File: src/fmbs_ram.sv
// Generic single write port, single read port RAM with registered read.
// No dependencies.
`timescale 1ns / 1ps
`default_nettype none

module fmbs_ram #(
  parameter int Width = 8,
  parameter int Depth = 256
) (
  input  wire logic                     clk_i,
  input  wire logic                     we_i,
  input  wire logic [$clog2(Depth)-1:0] waddr_i,
  input  wire logic [Width-1:0]         wdata_i,
  input  wire logic [$clog2(Depth)-1:0] raddr_i,
  output logic      [Width-1:0]         rdata_o
);

  logic [Width-1:0] mem_q [Depth];

  always_ff @(posedge clk_i) begin
    if (we_i) begin
      mem_q[waddr_i] <= wdata_i;
    end
    rdata_o <= mem_q[raddr_i];
  end

endmodule

`default_nettype wire

File: config.mk
export PLATFORM = sky130hd
export DESIGN_NAME = fmbs_ram
export DESIGN_NICKNAME = d
export VERILOG_FILES = /design/src/fmbs_ram.sv
export SDC_FILE = /design/constraint.sdc
export NUM_CORES = 2
export LEC_CHECK = 0
export BUFFER_PORTS_ARGS = -buffer_cell sky130_fd_sc_hd__buf_2
export CAP_MARGIN = 10
export CORE_MARGIN = 2
export CORE_UTILIZATION = 44
export CTS_BUF_LIST = sky130_fd_sc_hd__clkbuf_8
export DETAILED_ROUTE_END_ITERATION = 16
export HOLD_SLACK_MARGIN = 0.02
export PLACE_DENSITY = 0.59
export SLEW_MARGIN = 40
export SYNTH_ARGS = -nofsm -noshare
export SYNTH_HDL_FRONTEND = slang
export SYNTH_SLANG_ARGS = --single-unit
File: constraint.sdc
create_clock -name clk_i -period 3.3 [get_ports clk_i]
set_clock_uncertainty 0.15 [all_clocks]
set_input_delay 0.33 -clock clk_i [delete_from_list [all_inputs] [get_ports clk_i]]
set_output_delay 0.33 -clock clk_i [all_outputs]
set_load 0.01 [all_outputs]
# After elaboration in Yosys (flattened, before gate mapping)
# Memory sizes are Yosys's and may differ from the RTL's. A register that Yosys moved wholly into a read port is not among the register bits.
# Index checks and enable logic that the tools add are counted.
[op_classes]
mux = 2
[op_table]
columns = ["cell", "n"]
rows = [
  ["2-to-1 mux 1 bit", 2],
]
[totals]
output_inout_bits = 8
n_memories = 1
reg_bits = 0
wordCells = 3
ram_bits = 2048
[mem_list]
columns = ["name", "depth", "word_bits", "rd", "rd_ports_with_merged_regs", "wr", "line", "source"]
rows = [
  ["mem_q", 256, 8, 1, 1, 1, "18", "logic [Width-1:0] mem_q [Depth];"],
]

# Depth between registers and ports, before layout
[logic_depth]
word_depth = 2
mapped_depth = 11
ltp_nobuf = 6

# Worst setup path before layout
# OpenSTA, ideal clock, no wires.
[synth_timing]
kind = "input to register"
startpoint = "in raddr_i[0]"
endpoint = "reg rdata_o[2] (read register of mem_q)"
n_path_buf = 4
required_time_ps = 3019
t_arrival_ps = 2137
path_slack_ps = 882
stages = 9
path_cell_list = "buf_6 -> buf_12 -> buf_8 -> buf_2 -> mux4_2 -> a22oi_1 -> a21oi_1 -> nor4_1 -> nor4_2"
[synth_rtl]
columns = ["element", "line", "source"]
rows = [
  ["start, declared", "14", "input wire logic [$clog2(Depth)-1:0] raddr_i,"],
  ["end, declared", "15", "output logic [Width-1:0] rdata_o"],
]

==> metrics.cfg <==
[detailed_routing]
drc=0
wirelength_um=206700
viasPerCell=5.854
routedWlPerCell_um=29.59
drt_iter0_markers=4718
vias=40897
postRouteAntennaNets=0
firstDrtPassIters=5

[global_routing]
grt_pass1_vias=41718
grtUsageTotal=0.2240
grt_pass1_wl_um=297200
grt_max_degree=111
antenna_found_initial=13
grt-ovfl-total=0

[floorplanning]
core-area_um2=180200
die-area_um2=184200
dieWidth_um=429.2
io_pins=34
initial_core_util=0.4416
placementRows=156
die_y_um=429.2

[setup_path]
start_kind=flip-flop
end_kind=flip-flop
cpPeakStageDelay_ns=0.79
critPathTopFamily=simple AND/OR/NAND/NOR gates
cp.required_ns=4.04
cp_cell_sequence=mux4_2 > mux4_2 > nor2b_1 > nor4_2 > buf_4 > nor4_2
crit_arrival_ns=3.66
cp_num_buf_inv=1
cp_max_fo=1
cp_slowest_cell=nor4_2
critical_path_class=reg2reg

[synth]
synth_edf_count=2048
yosysWarningCount=0
synth_fp_nets=3759
ys_ff_latch=2056
synth.top_cells.by_area=edfxtp_1 77%, mux4_2 13%, mux2i_1 1.7%
synth_top_cell_area_share=0.7730
syn_avg_cell_area_um2=21.31
synth_top_area_cell=edfxtp_1
ys_types=55
async_flop_share=0
synthFlopType=edfxtp_1
syn_area_um2=79560
ys_seq_area_frac=0.7750
netlist_instances=3733

[finish]
stdcell_count=6986
drive_gt1_frac=0.3041
area_growth_pct=15.29
utilization=0.5091
final_cell_area_um2=91720
fillers=14458
multi_input_area_um2=16580
nets=4397
regArea_um2=61660

[power]
power_density_nw_per_um2=563.1
total_power_uw=51650
peakVddDrop_v=0.0003978
swShare=0.2262
switchingPower_uw=11680
leakage_uw=0.02955
p_int_uw=39970
pwr-share-clk=0.387
p_seq_frac=0.558
share_comb_of_total_power=0.055

[timing]
rsz0062_at_grt=false
setup_tns_ns=0
setup_violations=0
fin_crit_sh=0.8869
max_clock_freq_ghz=0.3417
period_minus_slack_ns=2.927
worstMarginPinSlew_ns=0.8548
hold_violations=0
slew_violations=0
relSlewSlack=0.4254

[clocking]
cts_max_level=5
clk_latency_ns=1.06
numCtsBuffers=348
max-clock-path-buffers=4
clk_pin_slew_worst_paths_ns=0.06
cts_sinks=2056
cts_root_buf=clkbuf_8
cts_resized=0
ctsHoldBuffers=19
cts_tree=yes
post_cts_buffers=0

[placed_design]
gp_congestion=0.8476
dp_hpwl_um=130900
dpl-instance-area_um2=85520
portBuffers=33
dp_cells=6371

[flow_run]
drv_cap=0

[outcome]
status=completed

[min_path]
min-delay-path-class=in2reg

flip-flops by register name (all words and copies together), names as in the netlist:
signal,count
mem_q,2048
rdata_o,8
cells in the mapped netlist, drive strengths merged (2+ instances only):
cell and number:
edfxtp 2048, nand3b 2, a22oi 133, nand3 34, a31oi 2, mux2i 134
o22ai 28, o22a 5, nor2 282, dfxtp 8, nand2b 8, and2 6
o32ai 5, clkbuf 111, a22o 8, a211oi 16, o211ai 10, buf 122
nor3 22, o221ai 47, or2 4, o21ai 12, and3b 2, a221oi 14
a21oi 96, a2111oi 5, nand4 10, nor2b 31, a311oi 2, nor4 27
nand2 33, mux4 456
layout make-up:
class	instances	area share
Multi-Input combinational cell	1442	0.1807
Timing Repair Buffer	521	0.04998
Antenna cell	2	0.00005457
Clock buffer	357	0.05357
Inverter	2	0.00008185
Tap cell	2370	0.03233
Sequential cell	2056	0.6722
Clock inverter	236	0.01101
cells in the final DEF, fill, tap and decap left out, types with 28 or more instances in the layout:
cell      synthesis  routed
nand3_1          34      31
nand2_1          33      30
clkbuf_8          0     357
edfxtp_1       2048    2048
o22ai_1          28      28
o221ai_1         46      46
buf_12            8      45
nor2b_1          31      28
a22oi_1         133     133
inv_1             1      98
nor2_1          282     264
mux4_2          454     454
clkinv_1          1      96
mux2i_1         134     134
buf_4            27     424
clkinv_2          0      36
a21oi_1          96      96
layer usage:
| metal | global-route usage | wire, um | up-vias |
|---|---|---|---|
| li1 | - | - | 17016 |
| met1 | 0.3154 | 84880 | 21755 |
| met2 | 0.3555 | 99100 | 1770 |
| met3 | 0.04369 | 16880 | 352 |
| met4 | 0.06957 | 5817 | 4 |
| met5 | 0 | 26 | - |
path summary, 6_finish.rpt:
kind	from	to	slack [ns]	depth (start not counted)
setup / recovery	mem_q[87][0]	rdata_o[0]	0.37	6
setup reg to reg	mem_q[87][0]	rdata_o[0]	0.37	6
hold / removal	wdata_i[1]	mem_q[153][1]	0.1	2
hold reg to reg	mem_q[41][3]	rdata_o[3]	0.79	6
power by group through the flow:
stage          Combinational [uW]  Sequential (uW)  Clock [uW]
3_3_place_gp                 2780            29400           0
5_1_grt                      2980            28800       21500
6_report                     2830            28800       20000
3_5_place_dp                 2820            29400           0
2_1_floorplan                1400            29400           0
4_1_cts                      2850            28800       20400
kinds of logic (layout without fill, tap and decap cells):
logic type / count (synthesis) / after routing / share of synthesized area
AND/OR/NAND/NOR: 466 / 466 / 0.02628
AO/OA/AOI/OAI: 385 / 385 / 0.03419
other: 0 / 2 / 0
multiplexers: 591 / 591 / 0.1462
buffers and inverters: 235 / 1116 / 0.01831
flip-flops: 2056 / 2056 / 0.7750
through the flow:
step                worst slack, ns  hold WS (ns)
floorplan                    0.8821        0.2789
global placement            -0.8786        0.6475
detailed placement          -0.4275        0.6006
CTS                          0.4000       0.03061
global route                 0.3963       0.06725
finish                       0.3732       0.09895
Power figures use the tool's default switching activity.
